==> src/rtl/cpp_pkg.sv <==
// Shared types and constants for the command packet parser.
// Used by the channel interfaces, the result queue and the top level.
`default_nettype none

package cpp_pkg;

  localparam int LENGTH_BITS_DEF = 32;
  localparam int QUEUE_DEPTH_DEF = 4;

  localparam int CFG_INDEX_W = 2;
  localparam int CFG_DATA_W  = 8;

  localparam logic [CFG_INDEX_W-1:0] CFG_PACKET_MAGIC = 2'd0;
  localparam logic [CFG_INDEX_W-1:0] CFG_HEADER_LEN   = 2'd1;
  localparam logic [CFG_INDEX_W-1:0] CFG_PARAM_MAGIC  = 2'd2;

  localparam logic [1:0] KIND_HEADER = 2'd0;
  localparam logic [1:0] KIND_TYPE   = 2'd1;
  localparam logic [1:0] KIND_DATA   = 2'd2;
  localparam logic [1:0] KIND_STATUS = 2'd3;

  localparam logic [2:0] ST_OK           = 3'd0;
  localparam logic [2:0] ST_PACKET_MAGIC = 3'd1;
  localparam logic [2:0] ST_SIZE         = 3'd2;
  localparam logic [2:0] ST_HEADER_LEN   = 3'd3;
  localparam logic [2:0] ST_PARAM_MAGIC  = 3'd4;
  localparam logic [2:0] ST_TRUNCATED    = 3'd5;
  localparam logic [2:0] ST_BAD_LENGTH   = 3'd6;

  typedef struct packed {
    logic [1:0] result_kind;
    logic [7:0] byte_value;
    logic [6:0] param_number;
    logic       field_end;
    logic [1:0] command_type;
    logic [5:0] command_code;
    logic [6:0] param_total;
    logic [2:0] status_code;
    logic       result_last;
  } result_t;

  typedef struct packed {
    logic push_a;
    logic push_b;
    logic pop;
  } queue_ctrl_t;

endpackage

`default_nettype wire

==> src/rtl/cpp_channels.sv <==
// Valid/ready channel interfaces of the command packet parser.
// Depends on cpp_pkg for the configuration port widths.
`default_nettype none

interface cpp_in_if;
  logic       valid;
  logic       ready;
  logic [7:0] data_byte;
  logic       buffer_end;

  modport source (output valid, data_byte, buffer_end, input ready);
  modport sink (input valid, data_byte, buffer_end, output ready);
  modport mon (input valid, ready, data_byte, buffer_end);
endinterface

interface cpp_out_if;
  logic       valid;
  logic       ready;
  logic [1:0] result_kind;
  logic [7:0] byte_value;
  logic [6:0] param_number;
  logic       field_end;
  logic [1:0] command_type;
  logic [5:0] command_code;
  logic [6:0] param_total;
  logic [2:0] status_code;
  logic       result_last;

  modport source (output valid, result_kind, byte_value, param_number, field_end,
                  command_type, command_code, param_total, status_code, result_last,
                  input ready);
  modport sink (input valid, result_kind, byte_value, param_number, field_end,
                command_type, command_code, param_total, status_code, result_last,
                output ready);
  modport mon (input valid, ready, result_kind, byte_value, param_number, field_end,
               command_type, command_code, param_total, status_code, result_last);
endinterface

interface cpp_cfg_if;
  logic                           valid;
  logic                           ready;
  logic [cpp_pkg::CFG_INDEX_W-1:0] index;
  logic [cpp_pkg::CFG_DATA_W-1:0]  data;

  modport source (output valid, index, data, input ready);
  modport sink (input valid, index, data, output ready);
  modport mon (input valid, ready, index, data);
endinterface

`default_nettype wire

==> src/rtl/cpp_result_queue.sv <==
// Small result queue that takes up to two items per cycle and gives one.
// Depends on cpp_pkg for the result and control types.
`default_nettype none

module cpp_result_queue #(
  parameter int DEPTH = cpp_pkg::QUEUE_DEPTH_DEF
) (
  input  wire                       clk,
  input  wire                       rst_n,
  input  wire cpp_pkg::queue_ctrl_t ctrl,
  input  wire cpp_pkg::result_t     res_a,
  input  wire cpp_pkg::result_t     res_b,
  output cpp_pkg::result_t          head,
  output logic [$clog2(DEPTH+1)-1:0] count
);

  localparam int PW = $clog2(DEPTH);
  localparam int CW = $clog2(DEPTH + 1);

  cpp_pkg::result_t slot_r [DEPTH];
  logic [PW-1:0] wr_ptr_r, wr_ptr_nxt;
  logic [PW-1:0] rd_ptr_r, rd_ptr_nxt;
  logic [CW-1:0] count_r, count_nxt;
  logic [PW-1:0] wr_ptr_b;

  function automatic logic [PW-1:0] ptr_incr(input logic [PW-1:0] p);
    ptr_incr = (p == PW'(DEPTH - 1)) ? '0 : p + 1'b1;
  endfunction

  always_comb begin
    wr_ptr_b   = ptr_incr(wr_ptr_r);
    wr_ptr_nxt = wr_ptr_r;
    if (ctrl.push_a && ctrl.push_b) begin
      wr_ptr_nxt = ptr_incr(wr_ptr_b);
    end else if (ctrl.push_a) begin
      wr_ptr_nxt = wr_ptr_b;
    end
    rd_ptr_nxt = ctrl.pop ? ptr_incr(rd_ptr_r) : rd_ptr_r;
    count_nxt  = count_r + CW'(ctrl.push_a) + CW'(ctrl.push_b) - CW'(ctrl.pop);
  end

  always_ff @(posedge clk) begin
    if (!rst_n) begin
      wr_ptr_r <= '0;
      rd_ptr_r <= '0;
      count_r  <= '0;
    end else begin
      wr_ptr_r <= wr_ptr_nxt;
      rd_ptr_r <= rd_ptr_nxt;
      count_r  <= count_nxt;
    end
  end

  always_ff @(posedge clk) begin
    if (ctrl.push_a) begin
      slot_r[wr_ptr_r] <= res_a;
    end
    if (ctrl.push_b) begin
      slot_r[wr_ptr_b] <= res_b;
    end
  end

  assign head  = slot_r[rd_ptr_r];
  assign count = count_r;

endmodule

`default_nettype wire

==> src/rtl/command_packet_parser_core.sv <==
// A byte's results are queued as the byte is taken; the output shows the result queue head.
// Throughput: one byte per cycle while the result queue has room for two results; a count, type
// or data byte that also ends the buffer gives two results, which leave one per cycle if ready.
// The queue depth (QUEUE_DEPTH) sets how long input keeps flowing while the output stalls.
// Reset: synchronous, active low; clears parse state, configuration registers and the queue.
// Depends on cpp_pkg, cpp_channels and cpp_result_queue.
`default_nettype none

module command_packet_parser_core #(
  parameter int LENGTH_BITS = cpp_pkg::LENGTH_BITS_DEF,
  parameter int QUEUE_DEPTH = cpp_pkg::QUEUE_DEPTH_DEF
) (
  input  wire       clk,
  input  wire       rst_n,
  cpp_in_if.sink    in_ch,
  cpp_out_if.source out_ch,
  cpp_cfg_if.sink   cfg_ch
);

  localparam int LW = LENGTH_BITS - 1;
  localparam int CW = $clog2(QUEUE_DEPTH + 1);

  localparam logic [3:0] PH_PMAGIC = 4'd0;
  localparam logic [3:0] PH_SIZE   = 4'd1;
  localparam logic [3:0] PH_HDR    = 4'd2;
  localparam logic [3:0] PH_CMD    = 4'd3;
  localparam logic [3:0] PH_COUNT  = 4'd4;
  localparam logic [3:0] PH_RMAGIC = 4'd5;
  localparam logic [3:0] PH_TLEN   = 4'd6;
  localparam logic [3:0] PH_DLEN   = 4'd7;
  localparam logic [3:0] PH_TYPE   = 4'd8;
  localparam logic [3:0] PH_DATA   = 4'd9;
  localparam logic [3:0] PH_DONE   = 4'd10;
  localparam logic [3:0] PH_ERR    = 4'd11;

  logic [7:0] pmagic_r, hlen_r, rmagic_r;

  logic [3:0]    phase_r, phase_nxt;
  logic [1:0]    wcnt_r, wcnt_nxt;
  logic [31:0]   word_r, word_nxt;
  logic [31:0]   declared_r, declared_nxt;
  logic [31:0]   rcv_r, rcv_nxt;
  logic [LW-1:0] tleft_r, tleft_nxt;
  logic [LW-1:0] dleft_r, dleft_nxt;
  logic [6:0]    pleft_r, pleft_nxt;
  logic [6:0]    cur_r, cur_nxt;
  logic [2:0]    err_r, err_nxt;
  logic [7:0]    cmd_r, cmd_nxt;
  logic          size_done_r, size_done_nxt;

  logic                 in_acc;
  logic [7:0]           b;
  logic [31:0]          word_full;
  logic                 len_bad;
  logic [6:0]           cnt7;
  logic [3:0]           end_phase;
  logic [2:0]           status;
  cpp_pkg::result_t     res_a, res_b, head;
  cpp_pkg::queue_ctrl_t qctrl;
  logic [CW-1:0]        qcount;

  assign in_ch.ready  = (qcount <= CW'(QUEUE_DEPTH - 2));
  assign in_acc       = in_ch.valid && in_ch.ready;
  assign cfg_ch.ready = 1'b1;
  assign b            = in_ch.data_byte;
  assign word_full    = {b, word_r[23:0]};
  assign len_bad      = |word_full[31:LW];
  assign cnt7         = b[7] ? 7'd0 : b[6:0];
  assign end_phase    = (pleft_r == 7'd1) ? PH_DONE : PH_RMAGIC;

  always_ff @(posedge clk) begin
    if (!rst_n) begin
      pmagic_r <= '0;
      hlen_r   <= '0;
      rmagic_r <= '0;
    end else if (cfg_ch.valid && cfg_ch.ready) begin
      case (cfg_ch.index)
        cpp_pkg::CFG_PACKET_MAGIC: pmagic_r <= cfg_ch.data;
        cpp_pkg::CFG_HEADER_LEN:   hlen_r   <= cfg_ch.data;
        cpp_pkg::CFG_PARAM_MAGIC:  rmagic_r <= cfg_ch.data;
        default: ;
      endcase
    end
  end

  always_comb begin
    phase_nxt     = phase_r;
    wcnt_nxt      = wcnt_r;
    word_nxt      = word_r;
    declared_nxt  = declared_r;
    rcv_nxt       = rcv_r;
    tleft_nxt     = tleft_r;
    dleft_nxt     = dleft_r;
    pleft_nxt     = pleft_r;
    cur_nxt       = cur_r;
    err_nxt       = err_r;
    cmd_nxt       = cmd_r;
    size_done_nxt = size_done_r;
    res_a         = '0;
    res_b         = '0;
    qctrl         = '0;
    status        = cpp_pkg::ST_OK;

    if (in_acc) begin
      if (rcv_r != '1) begin
        rcv_nxt = rcv_r + 32'd1;
      end
      if (phase_r == PH_SIZE || phase_r == PH_TLEN || phase_r == PH_DLEN) begin
        word_nxt = word_r | ({24'd0, b} << {wcnt_r, 3'b000});
        wcnt_nxt = wcnt_r + 2'd1;
      end

      case (phase_r)
        PH_PMAGIC: begin
          if (b != pmagic_r) begin
            err_nxt   = cpp_pkg::ST_PACKET_MAGIC;
            phase_nxt = PH_ERR;
          end else begin
            phase_nxt = PH_SIZE;
            wcnt_nxt  = '0;
            word_nxt  = '0;
          end
        end
        PH_SIZE: begin
          if (wcnt_r == 2'd3) begin
            declared_nxt  = word_full;
            size_done_nxt = 1'b1;
            phase_nxt     = PH_HDR;
          end
        end
        PH_HDR: begin
          if (b != hlen_r) begin
            err_nxt   = cpp_pkg::ST_HEADER_LEN;
            phase_nxt = PH_ERR;
          end else begin
            phase_nxt = PH_CMD;
          end
        end
        PH_CMD: begin
          cmd_nxt   = b;
          phase_nxt = PH_COUNT;
        end
        PH_COUNT: begin
          res_a.result_kind  = cpp_pkg::KIND_HEADER;
          res_a.command_type = cmd_r[7:6];
          res_a.command_code = cmd_r[5:0];
          res_a.param_total  = cnt7;
          res_a.result_last  = 1'b1;
          qctrl.push_a       = 1'b1;
          pleft_nxt          = cnt7;
          cur_nxt            = '0;
          phase_nxt          = (cnt7 == 7'd0) ? PH_DONE : PH_RMAGIC;
        end
        PH_RMAGIC: begin
          if (b != rmagic_r) begin
            err_nxt   = cpp_pkg::ST_PARAM_MAGIC;
            phase_nxt = PH_ERR;
          end else begin
            phase_nxt = PH_TLEN;
            wcnt_nxt  = '0;
            word_nxt  = '0;
          end
        end
        PH_TLEN: begin
          if (wcnt_r == 2'd3) begin
            if (len_bad) begin
              err_nxt   = cpp_pkg::ST_BAD_LENGTH;
              phase_nxt = PH_ERR;
            end else begin
              tleft_nxt = word_full[LW-1:0];
              word_nxt  = '0;
              phase_nxt = PH_DLEN;
            end
          end
        end
        PH_DLEN: begin
          if (wcnt_r == 2'd3) begin
            if (len_bad) begin
              err_nxt   = cpp_pkg::ST_BAD_LENGTH;
              phase_nxt = PH_ERR;
            end else begin
              dleft_nxt = word_full[LW-1:0];
              word_nxt  = '0;
              if (tleft_r != '0) begin
                phase_nxt = PH_TYPE;
              end else if (word_full[LW-1:0] != '0) begin
                phase_nxt = PH_DATA;
              end else begin
                cur_nxt   = cur_r + 7'd1;
                pleft_nxt = pleft_r - 7'd1;
                phase_nxt = end_phase;
              end
            end
          end
        end
        PH_TYPE: begin
          tleft_nxt          = tleft_r - 1'b1;
          res_a.result_kind  = cpp_pkg::KIND_TYPE;
          res_a.byte_value   = b;
          res_a.param_number = cur_r;
          res_a.field_end    = (tleft_r == LW'(1));
          res_a.result_last  = 1'b1;
          qctrl.push_a       = 1'b1;
          if (tleft_r == LW'(1)) begin
            if (dleft_r != '0) begin
              phase_nxt = PH_DATA;
            end else begin
              cur_nxt   = cur_r + 7'd1;
              pleft_nxt = pleft_r - 7'd1;
              phase_nxt = end_phase;
            end
          end
        end
        PH_DATA: begin
          dleft_nxt          = dleft_r - 1'b1;
          res_a.result_kind  = cpp_pkg::KIND_DATA;
          res_a.byte_value   = b;
          res_a.param_number = cur_r;
          res_a.field_end    = (dleft_r == LW'(1));
          res_a.result_last  = 1'b1;
          qctrl.push_a       = 1'b1;
          if (dleft_r == LW'(1)) begin
            cur_nxt   = cur_r + 7'd1;
            pleft_nxt = pleft_r - 7'd1;
            phase_nxt = end_phase;
          end
        end
        default: ;
      endcase

      if (in_ch.buffer_end) begin
        if (err_nxt == cpp_pkg::ST_PACKET_MAGIC) begin
          status = cpp_pkg::ST_PACKET_MAGIC;
        end else if (!size_done_nxt) begin
          status = cpp_pkg::ST_TRUNCATED;
        end else if (declared_nxt != rcv_nxt) begin
          status = cpp_pkg::ST_SIZE;
        end else if (err_nxt != cpp_pkg::ST_OK) begin
          status = err_nxt;
        end else if (phase_nxt != PH_DONE) begin
          status = cpp_pkg::ST_TRUNCATED;
        end else begin
          status = cpp_pkg::ST_OK;
        end

        if (qctrl.push_a) begin
          res_a.result_last = 1'b0;
          res_b.result_kind = cpp_pkg::KIND_STATUS;
          res_b.status_code = status;
          res_b.result_last = 1'b1;
          qctrl.push_b      = 1'b1;
        end else begin
          res_a.result_kind = cpp_pkg::KIND_STATUS;
          res_a.status_code = status;
          res_a.result_last = 1'b1;
          qctrl.push_a      = 1'b1;
        end

        phase_nxt     = PH_PMAGIC;
        wcnt_nxt      = '0;
        word_nxt      = '0;
        declared_nxt  = '0;
        rcv_nxt       = '0;
        tleft_nxt     = '0;
        dleft_nxt     = '0;
        pleft_nxt     = '0;
        cur_nxt       = '0;
        err_nxt       = cpp_pkg::ST_OK;
        cmd_nxt       = '0;
        size_done_nxt = 1'b0;
      end
    end

    qctrl.pop = out_ch.valid && out_ch.ready;
  end

  always_ff @(posedge clk) begin
    if (!rst_n) begin
      phase_r     <= PH_PMAGIC;
      wcnt_r      <= '0;
      word_r      <= '0;
      declared_r  <= '0;
      rcv_r       <= '0;
      tleft_r     <= '0;
      dleft_r     <= '0;
      pleft_r     <= '0;
      cur_r       <= '0;
      err_r       <= cpp_pkg::ST_OK;
      cmd_r       <= '0;
      size_done_r <= 1'b0;
    end else begin
      phase_r     <= phase_nxt;
      wcnt_r      <= wcnt_nxt;
      word_r      <= word_nxt;
      declared_r  <= declared_nxt;
      rcv_r       <= rcv_nxt;
      tleft_r     <= tleft_nxt;
      dleft_r     <= dleft_nxt;
      pleft_r     <= pleft_nxt;
      cur_r       <= cur_nxt;
      err_r       <= err_nxt;
      cmd_r       <= cmd_nxt;
      size_done_r <= size_done_nxt;
    end
  end

  cpp_result_queue #(
    .DEPTH(QUEUE_DEPTH)
  ) u_result_queue (
    .clk   (clk),
    .rst_n (rst_n),
    .ctrl  (qctrl),
    .res_a (res_a),
    .res_b (res_b),
    .head  (head),
    .count (qcount)
  );

  assign out_ch.valid        = (qcount != '0);
  assign out_ch.result_kind  = head.result_kind;
  assign out_ch.byte_value   = head.byte_value;
  assign out_ch.param_number = head.param_number;
  assign out_ch.field_end    = head.field_end;
  assign out_ch.command_type = head.command_type;
  assign out_ch.command_code = head.command_code;
  assign out_ch.param_total  = head.param_total;
  assign out_ch.status_code  = head.status_code;
  assign out_ch.result_last  = head.result_last;

endmodule

`default_nettype wire

==> src/flat_wrapper.sv <==
// flat-port wrapper written by rule: the top's interface ports become plain ports
module command_packet_parser_core_flat 
#(
  parameter int LENGTH_BITS = cpp_pkg::LENGTH_BITS_DEF,
  parameter int QUEUE_DEPTH = cpp_pkg::QUEUE_DEPTH_DEF
)
  (clk, rst_n, in_ch_valid, in_ch_data_byte, in_ch_buffer_end, in_ch_ready, out_ch_valid, out_ch_result_kind, out_ch_byte_value, out_ch_param_number, out_ch_field_end, out_ch_command_type, out_ch_command_code, out_ch_param_total, out_ch_status_code, out_ch_result_last, out_ch_ready, cfg_ch_valid, cfg_ch_index, cfg_ch_data, cfg_ch_ready);
  cpp_in_if in_ch_i ();
  cpp_out_if out_ch_i ();
  cpp_cfg_if cfg_ch_i ();
  input  wire clk;
  input  wire rst_n;
  input wire logic [$bits(in_ch_i.valid)-1:0] in_ch_valid;
  input wire logic [$bits(in_ch_i.data_byte)-1:0] in_ch_data_byte;
  input wire logic [$bits(in_ch_i.buffer_end)-1:0] in_ch_buffer_end;
  output wire logic [$bits(in_ch_i.ready)-1:0] in_ch_ready;
  output wire logic [$bits(out_ch_i.valid)-1:0] out_ch_valid;
  output wire logic [$bits(out_ch_i.result_kind)-1:0] out_ch_result_kind;
  output wire logic [$bits(out_ch_i.byte_value)-1:0] out_ch_byte_value;
  output wire logic [$bits(out_ch_i.param_number)-1:0] out_ch_param_number;
  output wire logic [$bits(out_ch_i.field_end)-1:0] out_ch_field_end;
  output wire logic [$bits(out_ch_i.command_type)-1:0] out_ch_command_type;
  output wire logic [$bits(out_ch_i.command_code)-1:0] out_ch_command_code;
  output wire logic [$bits(out_ch_i.param_total)-1:0] out_ch_param_total;
  output wire logic [$bits(out_ch_i.status_code)-1:0] out_ch_status_code;
  output wire logic [$bits(out_ch_i.result_last)-1:0] out_ch_result_last;
  input wire logic [$bits(out_ch_i.ready)-1:0] out_ch_ready;
  input wire logic [$bits(cfg_ch_i.valid)-1:0] cfg_ch_valid;
  input wire logic [$bits(cfg_ch_i.index)-1:0] cfg_ch_index;
  input wire logic [$bits(cfg_ch_i.data)-1:0] cfg_ch_data;
  output wire logic [$bits(cfg_ch_i.ready)-1:0] cfg_ch_ready;
  assign in_ch_i.valid = in_ch_valid;
  assign in_ch_i.data_byte = in_ch_data_byte;
  assign in_ch_i.buffer_end = in_ch_buffer_end;
  assign in_ch_ready = in_ch_i.ready;
  assign out_ch_valid = out_ch_i.valid;
  assign out_ch_result_kind = out_ch_i.result_kind;
  assign out_ch_byte_value = out_ch_i.byte_value;
  assign out_ch_param_number = out_ch_i.param_number;
  assign out_ch_field_end = out_ch_i.field_end;
  assign out_ch_command_type = out_ch_i.command_type;
  assign out_ch_command_code = out_ch_i.command_code;
  assign out_ch_param_total = out_ch_i.param_total;
  assign out_ch_status_code = out_ch_i.status_code;
  assign out_ch_result_last = out_ch_i.result_last;
  assign out_ch_i.ready = out_ch_ready;
  assign cfg_ch_i.valid = cfg_ch_valid;
  assign cfg_ch_i.index = cfg_ch_index;
  assign cfg_ch_i.data = cfg_ch_data;
  assign cfg_ch_ready = cfg_ch_i.ready;
  command_packet_parser_core #(.LENGTH_BITS(LENGTH_BITS), .QUEUE_DEPTH(QUEUE_DEPTH)) u_core (.clk(clk), .rst_n(rst_n), .in_ch(in_ch_i), .out_ch(out_ch_i), .cfg_ch(cfg_ch_i));
endmodule
==> config.mk <==
export PLATFORM = sky130hd
export DESIGN_NAME = command_packet_parser_core_flat
export DESIGN_NICKNAME = d
export VERILOG_FILES = /design/src/rtl/cpp_pkg.sv /design/src/rtl/cpp_channels.sv /design/src/rtl/cpp_result_queue.sv /design/src/rtl/command_packet_parser_core.sv /design/src/flat_wrapper.sv
export SDC_FILE = /design/constraint.sdc
export NUM_CORES = 1
export LEC_CHECK = 0
export ABC_AREA = 1
export BUFFER_PORTS_ARGS = -buffer_cell sky130_fd_sc_hd__buf_2
export CAP_MARGIN = 40
export CORE_MARGIN = 5
export CORE_UTILIZATION = 40
export CTS_CLUSTER_DIAMETER = 50
export DETAILED_ROUTE_END_ITERATION = 8
export GPL_TIMING_DRIVEN = 0
export SYNTH_ARGS = -nofsm -noshare
export SYNTH_HDL_FRONTEND = slang
export SYNTH_SLANG_ARGS = --single-unit
==> constraint.sdc <==
create_clock -name clk -period 3.78 [get_ports clk]
set_input_delay 0.378 -clock clk [delete_from_list [all_inputs] [get_ports clk]]
set_output_delay 0.378 -clock clk [all_outputs]
set_load 0.01 [all_outputs]
### After elaboration in Yosys (flattened, before gate mapping)

Memory sizes are Yosys's and may differ from the RTL's. A register that Yosys moved wholly into a read port is not among the register bits.
Cells that the tools add are included.

* flip-flop bits (word level): 221
* bits in latches: 0
* bits in writable memories: 148
* bits in read-only memories: 0
* input bits: 24
* output and inout port bits: 40
* word-level logic and storage cells: 207
* memories kept: 1

Memories
* u_core.u_result_queue.slot_r: depth 4, width 37, read ports 1, clocked after Yosys merged registers in 1, wr ports 2, RTL line cpp_result_queue.sv:20 `cpp_pkg::result_t slot_r [DEPTH];`

* add/subtract/negate cells: 12
* multiply operators: 0
* divide/modulo/power cells: 0
* order comparisons: 1
* equal/unequal tests: 34
* shift operators: 1
* mux-type cells: 112
* bitwise gates (word level): 1
* reductions and logical operators: 27

Operators with widths (count)
* $mux W32: 13
* $mux W31: 4
* $pmux W31 S2: 2
* $mux W7: 17
* $pmux W32 S3: 1
* $reduce_bool A31 Y1: 3
* $mux W4: 21
* $eq A31 B1 Y1 const B: 2
* $sub A31 B1 Y31 const B: 2
* $pmux W7 S4: 2
* $pmux W4 S10: 1
* $mux W3: 13
* $mux W37: 1
* $mux W2: 18
* $add A32 B1 Y32 const B: 1
* $ne A32 B32 Y1: 1
* $ne A32 B32 Y1 const B: 1
* $or A32 B32 Y32: 1
* $pmux W16 S2: 1
* $shl A8 B5 Y32: 1
* $ne A8 B8 Y1: 3
* $ne A3 B3 Y1 const B: 7
* $eq A4 B3 Y1 const B: 4
* $mux W8: 2
* 32 further kinds: 66

### Depth between registers and ports, before layout

Gate-level depths: netlist of run 1.

* word-level depth: 17
* gate-level depth with buffers: 23
* gate-level depth less buffers: 21

### Hierarchy

A second synthesis of run 1 with hierarchy kept.

* cell total of the unflattened synthesis: 2934
* area total of the unflattened synthesis: 20798.7 um^2

Modules (own cells, without submodules)
* command_packet_parser_core: instances 1, cells an instance 2143, area an instance 13086.3 um^2, sequential area each 4124.0 um^2
* cpp_result_queue: instances 1, cells an instance 791, area an instance 7712.4 um^2, sequential area each 4624.4 um^2

### Worst setup path before layout of run 1

Ideal clock, no wire load.

* kind: register to register
* start: register u_core.phase_r[0]
* end: register u_core.u_result_queue.count_r[2], in the netlist u_core.u_result_queue.count[2]
* setup time: 0.128 ns
* data arrival time: 2.638 ns
* path slack: 1.014 ns
* stages on the path, launching flop included: 17
* path buffers: 1
* period minus slack after synthesis: 2.766 ns
* cell sequence: dfxtp_1 > buf_2 > inv_1 > nand2_1 > nor2_1 > nor2_1 > inv_1 > ha_1 > inv_1 > nor2_1 > inv_1 > ha_1 > inv_1 > fa_1 > fa_1 > xor2_1 > nor2_1

* word-level cells in the longest chain between the ends: 9
* elaborated cells between the ends (all ways): 12
* those cells by class: 3 x add/sub; 3 x eq/ne; 5 x mux; 1 x reduce/logical

RTL lines
* start, declared: RTL line command_packet_parser_core.sv:38 `logic [3:0] phase_r, phase_nxt;`
* start signal, assigned: RTL line command_packet_parser_core.sv:292 `phase_r <= phase_nxt;`
* $eq A4 B3 Y1 or $eq A4 B4 Y1 (tied branches): RTL line command_packet_parser_core.sv:113 `case (phase_r)`
* $reduce_or A3 Y1 (no line) *
* $mux W1 *: RTL line command_packet_parser_core.sv:113
* $mux W1 *: RTL line command_packet_parser_core.sv:104 `if (in_acc) begin`
* $mux W2 *: RTL line command_packet_parser_core.sv:231 `if (in_ch.buffer_end) begin`
* $mux W2 *: RTL line command_packet_parser_core.sv:104
* $add A3 B1 Y3 or $mux W2 (tied branches): RTL line cpp_result_queue.sv:39, command_packet_parser_core.sv:104
* $add A3 B1 Y3 *: RTL line cpp_result_queue.sv:39 `count_nxt = count_r + CW'(ctrl.push_a) + CW'(ctrl.push_b) - CW'(ctrl.pop);`
* $sub A3 B1 Y3 *: RTL line cpp_result_queue.sv:39
* end signal, assigned: RTL line cpp_result_queue.sv:50 `count_r <= count_nxt;`
* end, declared: RTL line cpp_result_queue.sv:23 `logic [CW-1:0] count_r, count_nxt;`

Mark *: on every way between the ends. The rest lies on a longest branch, timed or not. The select of a mux whose other input is x is not followed.
A chain may end at the register's enable or synchronous reset.

==> impl.org, run 1 <==
** Detailed routing
- In the final routed layout, each cell accounts on average for 19.66 µm.
- Number of vias per cell after detailed routing :: 5.634
- Antenna Nets Post-Route :: 0
- Routed wire length :: 72630 µm
- The detailed router finished its first iteration with 2407 violations.
- Number of design rule violations left after detail routing :: 0
- For this block, the via count after detailed routing is 20818.
- DRT Pass-1 Iters :: 8

** Cells and area
- FF/Latch Area :: 7507 µm²
- Final Core Density :: 45.91%
- The post-route netlist has 7.129% of its cells at a drive strength greater than 1.
- The multi-input combinational cells in the finished layout cover a total of 10370 µm².
- For this run, the post-layout net count is 3083.
- Synth-to-Final Area Change :: 14.23%
- Number of fill cells in the layout :: 5070

** Hold path
- Cell count of the worst hold path :: 3
- The worst hold path begins at cfg_ch_data[7].
- Worst-case hold path end point :: u_core.hlen_r[7]
- Classification of the worst-slack hold path :: input port to flop

** Global routing
- Global routing used 26.00% of the available tracks across all layers.
- Global Route met3 Usage :: 4.329%
- Remaining global-route overflow :: 0
- Pin count of the biggest net entering global routing :: 14
- For met2 alone, demand over resource in global routing was 41.65%.
- The initial antenna violation count came to 0.
- For this run, global-route usage on met1 was measured as 35.91%.
- First-pass GRT wire length :: 110200 µm
- Vias in the first global route :: 19095
- The layer flagged by global routing as most heavily used is met2.

** Synth
- After synthesis the netlist holds a flip-flop and latch count of 363.
- Synthesis produced a netlist with a net count of 2972.
- Warning count from the yosys run :: 0
- Synth async-reset ratio :: 0%
- Post-Syn Area per Cell :: 6.670 µm²
- Distinct cell type count of the synthesized netlist :: 55
- Seq/Total Area, Yosys :: 38.48%
- The synthesized design contains 24 enable-type register cells.
- Summing every instance area after synthesis gives 19510 µm².
- Synthesis produced 2925 cells.
- The most used flip-flop cell after synthesis is sky130_fd_sc_hd__dfxtp_1.

** Place
- The congestion estimate from routability-driven global placement came to 0.9549.
- The count of buffers added on input and output ports is 57.
- Detailed placement ended at an HPWL of 54300 µm.
- Placement-stage worst setup slack :: -309.8 ps

** Clock tree
- The H-tree generated during clock tree synthesis spans 2 levels.
- Clock tree from TritonCTS :: yes
- For the worst-skew pair, the clock arrives at the later sink with an insertion delay of 600 ps.
- Maximum count of clock buffers along a single path :: 3
- Buffers inserted during clock tree synthesis total 49.
- Clock-pin slew was measured on the worst setup and hold paths at 60 ps.
- The cell sitting at the root of the clock tree is a sky130_fd_sc_hd__clkbuf_16.
- The number of setup buffers added after CTS is 0.
- Number of sinks driven by the clock tree :: 363

** Critical path
- In this run the critical register-to-register path is launched from u_core.phase_r[0].
- Critical Path Start :: u_core.phase_r[0]
- Required @ worst endpoint :: 4030 ps
- The worst register-to-register path ends at u_core.u_result_queue.slot_r[2][36].
- Launching element type of the critical path :: flop
- Element type at the critical path end :: flop
- Worst path arrival time :: 3810 ps
- In this run the register-to-register setup slack is 220 ps.
- Along the worst path, the maximum fanout reaches 10.
- Kind of critical path :: flop to flop
- The worst register-to-register path has a depth of 14.

** Timing
- The routed design could run at a clock period as short as 3563 ps.
- The worst path meets setup with 217.4 ps of slack.
- For the final database, setup skew stands at 26.39 ps.
- Setup repair after global routing missed its margin :: yes
- Post-route clock period utilization :: 94.25%
- The number of max-slew violations in the final report is 0.
- Setup violations remaining at the end of the flow were counted as 0.
- The worst pin sits at a relative slew slack of 40.34%.
- Static timing analysis puts the maximum clock frequency at 0.2807 GHz.
- Actual slew at the worst max-slew pin :: 894.9 ps
- The final hold violation count came to 0.

** Floorplanning
- The die covers 53290 µm².
- Vertical die dimension :: 230.8 µm
- Boundary pin count :: 64
- In this run the horizontal extent of the chip is 230.8 µm.
- Core box area :: 48550 µm²
- Starting density of the core :: 40.19%
- Cell row count :: 81

** Power
- After layout, the design draws a total of 12960 µW.
- Dividing total power by cell area gives a power density of 581.7 nW/µm².
- Across the VDD grid, the largest voltage drop is 418.0 µV.
- Total leakage power :: 0.008878 µW

** Outcome
- Result of the run :: finished clean

** Job
- Number of max-cap violations :: 0
## layout make-up
cell class / count / share of cell area, %
diodes: 1 / 0.01123
clock inverters: 19 / 1.196
multi-input cells: 2147 / 46.54
flip-flops and latches: 363 / 33.69
inverters: 266 / 4.480
plain buffers: 148 / 2.875
repair buffers: 61 / 1.398
clock buffers: 68 / 6.322
well taps: 622 / 3.492
## routing by layer
| layer | part of all wire [%] | vias to the layer above |
|---|---|---|
| met2 | 45 | 833 |
| li1 | - | 10024 |
| met1 | 44 | 9827 |
| met5 | 0 | - |
| met3 | 7.8 | 134 |
| met4 | 3.2 | 0 |
## cells in the mapped netlist, types with 23 or more instances
cell type | n | area share, %
sky130_fd_sc_hd__a22oi_1 | 32 | 1.2
sky130_fd_sc_hd__a221oi_1 | 23 | 1.0
sky130_fd_sc_hd__o21ai_0 | 317 | 8.1
sky130_fd_sc_hd__nand3_1 | 268 | 6.9
sky130_fd_sc_hd__nor2_1 | 429 | 8.3
sky130_fd_sc_hd__dfxtp_1 | 339 | 35
sky130_fd_sc_hd__nand2_1 | 601 | 12
sky130_fd_sc_hd__nand4_1 | 31 | 0.99
sky130_fd_sc_hd__clkbuf_1 | 121 | 2.3
sky130_fd_sc_hd__edfxtp_1 | 24 | 3.7
sky130_fd_sc_hd__inv_1 | 243 | 4.7
sky130_fd_sc_hd__o22ai_1 | 44 | 1.4
sky130_fd_sc_hd__a21oi_1 | 181 | 4.6
sky130_fd_sc_hd__nor3_1 | 28 | 0.72
sky130_fd_sc_hd__xnor2_1 | 23 | 1.0
## logic make-up after synthesis
| family | Yosys count | share of synthesized area [%] |
|---|---|---|
| xor gates and xnor gates | 41 | 1.841 |
| adders and majority gates | 23 | 1.552 |
| and+or+nand+nor | 1396 | 29.94 |
| other | 1 | 0.01922 |
| AOI/OAI and AO/OA | 686 | 19.78 |
| DFF | 363 | 38.48 |
| buffers and inverters | 415 | 8.383 |
## flip-flops by register name (all words and copies together) (netlist names), named ones only
signal,cells
u_core.u_result_queue.slot_r,148
u_core.declared_r,32
u_core.rcv_r,32
u_core.dleft_r,31
u_core.tleft_r,31
u_core.word_r,24
u_core.cmd_r,8
u_core.hlen_r,8
u_core.pmagic_r,8
u_core.rmagic_r,8
u_core.cur_r,7
u_core.pleft_r,7
u_core.phase_r,4
u_core.err_r,3
u_core.u_result_queue.count,3
u_core.u_result_queue.rd_ptr_r,2
u_core.u_result_queue.wr_ptr_r,2
u_core.wcnt_r,2
u_core.size_done_r,1
## metrics by stage
step	TNS [ps]	cells	hold WS, ps	instance area (µm²)
5_1_grt	-17.41	3694	54.73	22280
2_1_floorplan	0	2925	436.3	19510
4_1_cts	0	3694	21.84	22270
3_5_place_dp	-8799	3608	455.0	20600
3_3_place_gp	-6482	3604	444.9	20570
6_report	0	3695	51.91	22290
## where the power goes
group / switching, µW / internal [µW] / total [µW]
clock network: 1870 / 2890 / 4760
logic: 2800 / 1080 / 3890
registers: 196 / 4120 / 4310
total: 4870 / 8090 / 13000
## worst max-delay path, cell delays in order, from the launching register on
cell and delay, ps:
sky130_fd_sc_hd__dfxtp_1 290, sky130_fd_sc_hd__buf_2 180, sky130_fd_sc_hd__inv_1 220, sky130_fd_sc_hd__nand2_1 170, sky130_fd_sc_hd__nor2_1 300, sky130_fd_sc_hd__nor2_1 180
sky130_fd_sc_hd__inv_1 110, sky130_fd_sc_hd__ha_1 200, sky130_fd_sc_hd__inv_1 50, sky130_fd_sc_hd__nor2_1 200, sky130_fd_sc_hd__inv_1 140, sky130_fd_sc_hd__nor2_1 360
sky130_fd_sc_hd__inv_2 200, sky130_fd_sc_hd__clkbuf_1 300, sky130_fd_sc_hd__nand2_1 330
## worst max-delay path by stage
stage	slack [ps]	to	cells past startpoint
global route	-20	u_core.u_result_queue.slot_r[2][12]	15
global placement	-260	u_core.u_result_queue.slot_r[0][27]	14
CTS	20	u_core.u_result_queue.slot_r[3][36]	14
detailed placement	-310	u_core.u_result_queue.slot_r[0][32]	14
finish	220	u_core.u_result_queue.slot_r[2][36]	14
floorplan	1010	u_core.u_result_queue.count[2]	16
## placed cells by master (no fill, tap or decap), types with 14 or more instances in the layout
cell                        netlist  layout
sky130_fd_sc_hd__nor2_1         429     429
sky130_fd_sc_hd__o21ai_1         17      17
sky130_fd_sc_hd__edfxtp_1        24      24
sky130_fd_sc_hd__buf_2           14      74
sky130_fd_sc_hd__a211oi_1        15      15
sky130_fd_sc_hd__xnor2_1         23      23
sky130_fd_sc_hd__nor2_2          14      14
sky130_fd_sc_hd__o21ai_0        317     317
sky130_fd_sc_hd__o211ai_1        15      15
sky130_fd_sc_hd__o22ai_1         44      44
sky130_fd_sc_hd__a22oi_1         32      32
sky130_fd_sc_hd__dfxtp_1        339     339
sky130_fd_sc_hd__clkbuf_16        0      50
sky130_fd_sc_hd__nand4_1         31      31
sky130_fd_sc_hd__xor2_1          18      18
sky130_fd_sc_hd__nand2_1        601     599
sky130_fd_sc_hd__nand3_1        268     268
sky130_fd_sc_hd__ha_1            21      21
sky130_fd_sc_hd__a221oi_1        23      23
sky130_fd_sc_hd__nor3_1          28      28
sky130_fd_sc_hd__inv_1          243     243
sky130_fd_sc_hd__clkbuf_1       121     123
sky130_fd_sc_hd__inv_2           15      18
sky130_fd_sc_hd__a21oi_1        181     181
## timing repair
| action | CTS | global route |
|---|---|---|
| hold buffers | 0 | 0 |
| setup endpoints to repair | 10 | 53 |
| cloned | 0 | 0 |
| hold endpoints to repair | 0 | 0 |
| gates resized for setup | 0 | 17 |
Note: power is estimated with default switching activity, not from simulation.
==> inputs of run 2 (changes only) <==
--- a/config.mk
+++ b/config.mk
@@ -8,11 +8,15 @@
 export ABC_AREA = 1
 export BUFFER_PORTS_ARGS = -buffer_cell sky130_fd_sc_hd__buf_2
 export CAP_MARGIN = 40
+export CELL_PAD_IN_SITES_DETAIL_PLACEMENT = 0
+export CELL_PAD_IN_SITES_GLOBAL_PLACEMENT = 1
 export CORE_MARGIN = 5
 export CORE_UTILIZATION = 40
 export CTS_CLUSTER_DIAMETER = 50
+export CTS_CLUSTER_SIZE = 16
 export DETAILED_ROUTE_END_ITERATION = 8
 export GPL_TIMING_DRIVEN = 0
+export PLACE_DENSITY_LB_ADDON = 0.1
 export SYNTH_ARGS = -nofsm -noshare
 export SYNTH_HDL_FRONTEND = slang
 export SYNTH_SLANG_ARGS = --single-unit
==> constraint.sdc (replaced) <==
create_clock -name clk -period 2.9 [get_ports clk]
set_input_delay 0.29 -clock clk [delete_from_list [all_inputs] [get_ports clk]]
set_output_delay 0.29 -clock clk [all_outputs]
set_load 0.01 [all_outputs]
==> impl.org, run 2 (synthesis results as in run 1) <==
** Clock tree
- Depth of the CTS H-tree :: 2 (unchanged)
- Total clock buffers created by CTS :: 51 (+4.1%)
- The count of clock tree sinks was 363 (unchanged).
- Maximum count of clock buffers along a single path :: 3 (unchanged)
- The clock latency of the later-clocked register in the worst-skew pair was 630 ps (+30 ps).
- Clock tree from TritonCTS :: yes
- In this run the clock root is driven by a sky130_fd_sc_hd__clkbuf_16.
- The clock edge transition at the registers on the reported setup and hold paths came to 60 ps (about the same).

** Place
- Number of port buffers :: 57 (unchanged)
- Placer congestion estimate :: 0.9438 (-1.2%)
- Half-perimeter wire length after detailed placement :: 57720 µm (+6.3%)
- Placement-stage worst setup slack :: -1148 ps (-838.2 ps)

** Detailed routing
- Antenna Nets Post-Route :: 0 (unchanged)
- The via-per-instance ratio came to 5.592 (-0.75%).
- Routed len/inst :: 20.61 µm (+4.9%)
- The count of TritonRoute iterations in the first routing pass was 7 (-1).
- Number of design rule violations left after detail routing :: 0 (unchanged)
- Routed wire length :: 76790 µm (+5.7%)
- Initial detailed-routing violation count :: 1996 (-17%)
- Via count of the routed design :: 20829 (+0.053%)

** Timing
- Final setup margin :: 87.39 ps (-130.0 ps)
- Hold Fails Final Rpt :: 0 (unchanged)
- The worst slack on hold paths is 97.27 ps (+45.37 ps).
- Based on the critical path, the design can be clocked at up to 0.3555 GHz.
- Setup repair after global routing could not meet its margin everywhere.
- The final count of negative-setup-slack endpoints came to 0 (unchanged).
- The headroom to the max-slew limit came to 39.29% (-1.1 points).
- After layout, the minimum clock period comes to 2813 ps.
- Worst clock skew :: 47.10 ps (+20.71 ps)
- The pin slew with the least headroom to its limit was 910.7 ps (+15.81 ps).
- The number of max-slew violations in the final report is 0 (unchanged).
- Post-route clock period utilization :: 96.99%

** Critical path
- Worst path max stage delay :: 540 ps (+180 ps)
- On the critical path, the stage with the largest delay is an instance of sky130_fd_sc_hd__clkbuf_1.
- The peak fanout along the critical path came to 10 (unchanged).
- STA classifies the critical path startpoint as a flop.
- By instance count, the cell type seen most on the critical path is sky130_fd_sc_hd__clkbuf_1.
- Worst path arrival time :: 2520 ps (-1290 ps)
- Element type at the critical path end :: output port
- Required @ worst endpoint :: 2610 ps (-1420 ps)
- The worst setup path is of the flop to output port kind.
- The signal on the critical path passes through inv_1 > clkbuf_1 > clkbuf_1 > nor2_1 > o22ai_1 > buf_2.

** Job
- Number of max-cap violations :: 0 (unchanged)

** Power
- Worst vdd rail ir drop :: 507.0 µV (+21%)
- The leakage power was 0.009172 µW (+3.3%).
- The final total power was 17430 µW (+34%).
- The power per cell area is 753.7 nW/µm² (+30%).

** Cells and area
- The number of flip-flops in the largest register came to 148 (unchanged).
- Registers with the most flip-flops :: u_core.u_result_queue.slot_r: 148 flops, u_core.declared_r: 32 flops, u_core.rcv_r: 32 flops
- Leaving out fill and tap cells, the most frequent cells in the layout are 588 x sky130_fd_sc_hd__nand2_1, 387 x sky130_fd_sc_hd__nor2_1, 321 x sky130_fd_sc_hd__dfxtp_1.
- The library cell used most frequently in the layout, excluding fill and tap cells, is sky130_fd_sc_hd__nand2_1.
- The number of nets in the final layout was 3108 (+0.81%).
- More flip-flops sit in one register than any other, and that register is u_core.u_result_queue.slot_r.
- Synth-to-Final Area Change :: 18.54%
- The share of cells above drive strength 1 is 12.02% (+4.9 points).
- The number of diodes added for antenna fixing was 0 (-1).

** Global routing
- Pin count of the biggest net entering global routing :: 18 (+4)
- The total grt overflow came to 0 (unchanged).
- Vias in the first global route :: 19429 (+1.7%)
- The global-route wire length before repair is 116700 µm (+5.9%).
- The total global routing track utilization was 27.85% (+1.8 points).
- The initial antenna violation count came to 0 (unchanged).

** Hold path
- The tightest min-delay check is of the input port to flop type.

** Floorplanning
- The area of the core region is 48550 µm² (unchanged).
- The height of the die is 230.8 µm (unchanged).
- Die Outline Area :: 53290 µm² (unchanged)
- The top-level port count is 64 (unchanged).
- Cell row count :: 81 (unchanged)
- The horizontal die dimension came to 230.8 µm (unchanged).
- Starting density of the core :: 40.19% (unchanged)

** Outcome
- Result of the run :: finished clean
-- run 2: changes by cell type in the layout (fill, tap and decap cells not counted), moves of 16 or more --
cell                       before  now
sky130_fd_sc_hd__nor2_2        14   40
sky130_fd_sc_hd__clkbuf_1     123   95
sky130_fd_sc_hd__dfxtp_1      339  321
sky130_fd_sc_hd__nor2_4         1   17
sky130_fd_sc_hd__nor2_1       429  387
-- run 2: per-layer routing --
layer	GRT usage, %	part of all wire [%]
met1	37.65	44
met2	46.91	47
met3	3.997	6.3
met4	7.318	2.7
met5	0	0
-- run 2: report_power, final --
| part | total, µW | internal (µW) | switching [µW] |
|---|---|---|---|
| Combinational | 5260 | 1500 | 3760 |
| Sequential | 5650 | 5370 | 285 |
| Clock | 6510 | 3650 | 2860 |
-- run 2: worst max-delay path, delay by kind of cell, from the launching register on --
family / cells / cell delay [ps]
buffers and inverters: 4 / 1260
AO/OA/AOI/OAI: 1 / 210
AND/OR/NAND/NOR: 1 / 100
flip-flops: 1 / 350
-- run 2: metrics by stage --
stage / TNS (ps) / instances / area, µm² / util, %
2_1_floorplan: 0 / 2925 / 19510 / -
3_3_place_gp: -138010 / 3604 / 20570 / 42.38
3_5_place_dp: -138480 / 3609 / 20620 / 42.47
4_1_cts: -4.512 / 3714 / 22690 / 46.75
5_1_grt: -135.5 / 3725 / 23120 / 47.64
6_report: 0 / 3725 / 23120 / 47.64
-- run 2: worst paths after layout --
kind | startpoint | to | slack (ps) | cells past startpoint
max | flop | out_ch_field_end | 90 | 6
max reg2reg | u_core.phase_r[0] | u_core.u_result_queue.slot_r[2][5] | 130 | 15
min reg2reg | u_core.rmagic_r[7] | u_core.rmagic_r[7] | 460 | 2
min | out_ch_ready | u_core.u_result_queue.rd_ptr_r[1] | 100 | 4
-- run 2: layout make-up --
type                            count  area (µm²)
Timing Repair Buffer               85       534.3
Multi-Input combinational cell   2147       10760
Clock buffer                       59        1366
Sequential cell                   363        7537
Fill cell                        5045       25420
Inverter                          266        1023
Clock inverter                     36       432.9
Tap cell                          622       778.2
Buffer                            147       693.2
-- run 2: repair_timing --
item / 4_1_cts / 5_1_grt
hold endpoints to repair: 14 / 0
pin swaps: 2 / 10
resized for setup: 85 / 127
endpoints found under the setup margin: 180 / 219
setup buffers: 4 / 11
hold buffers: 8 / 0
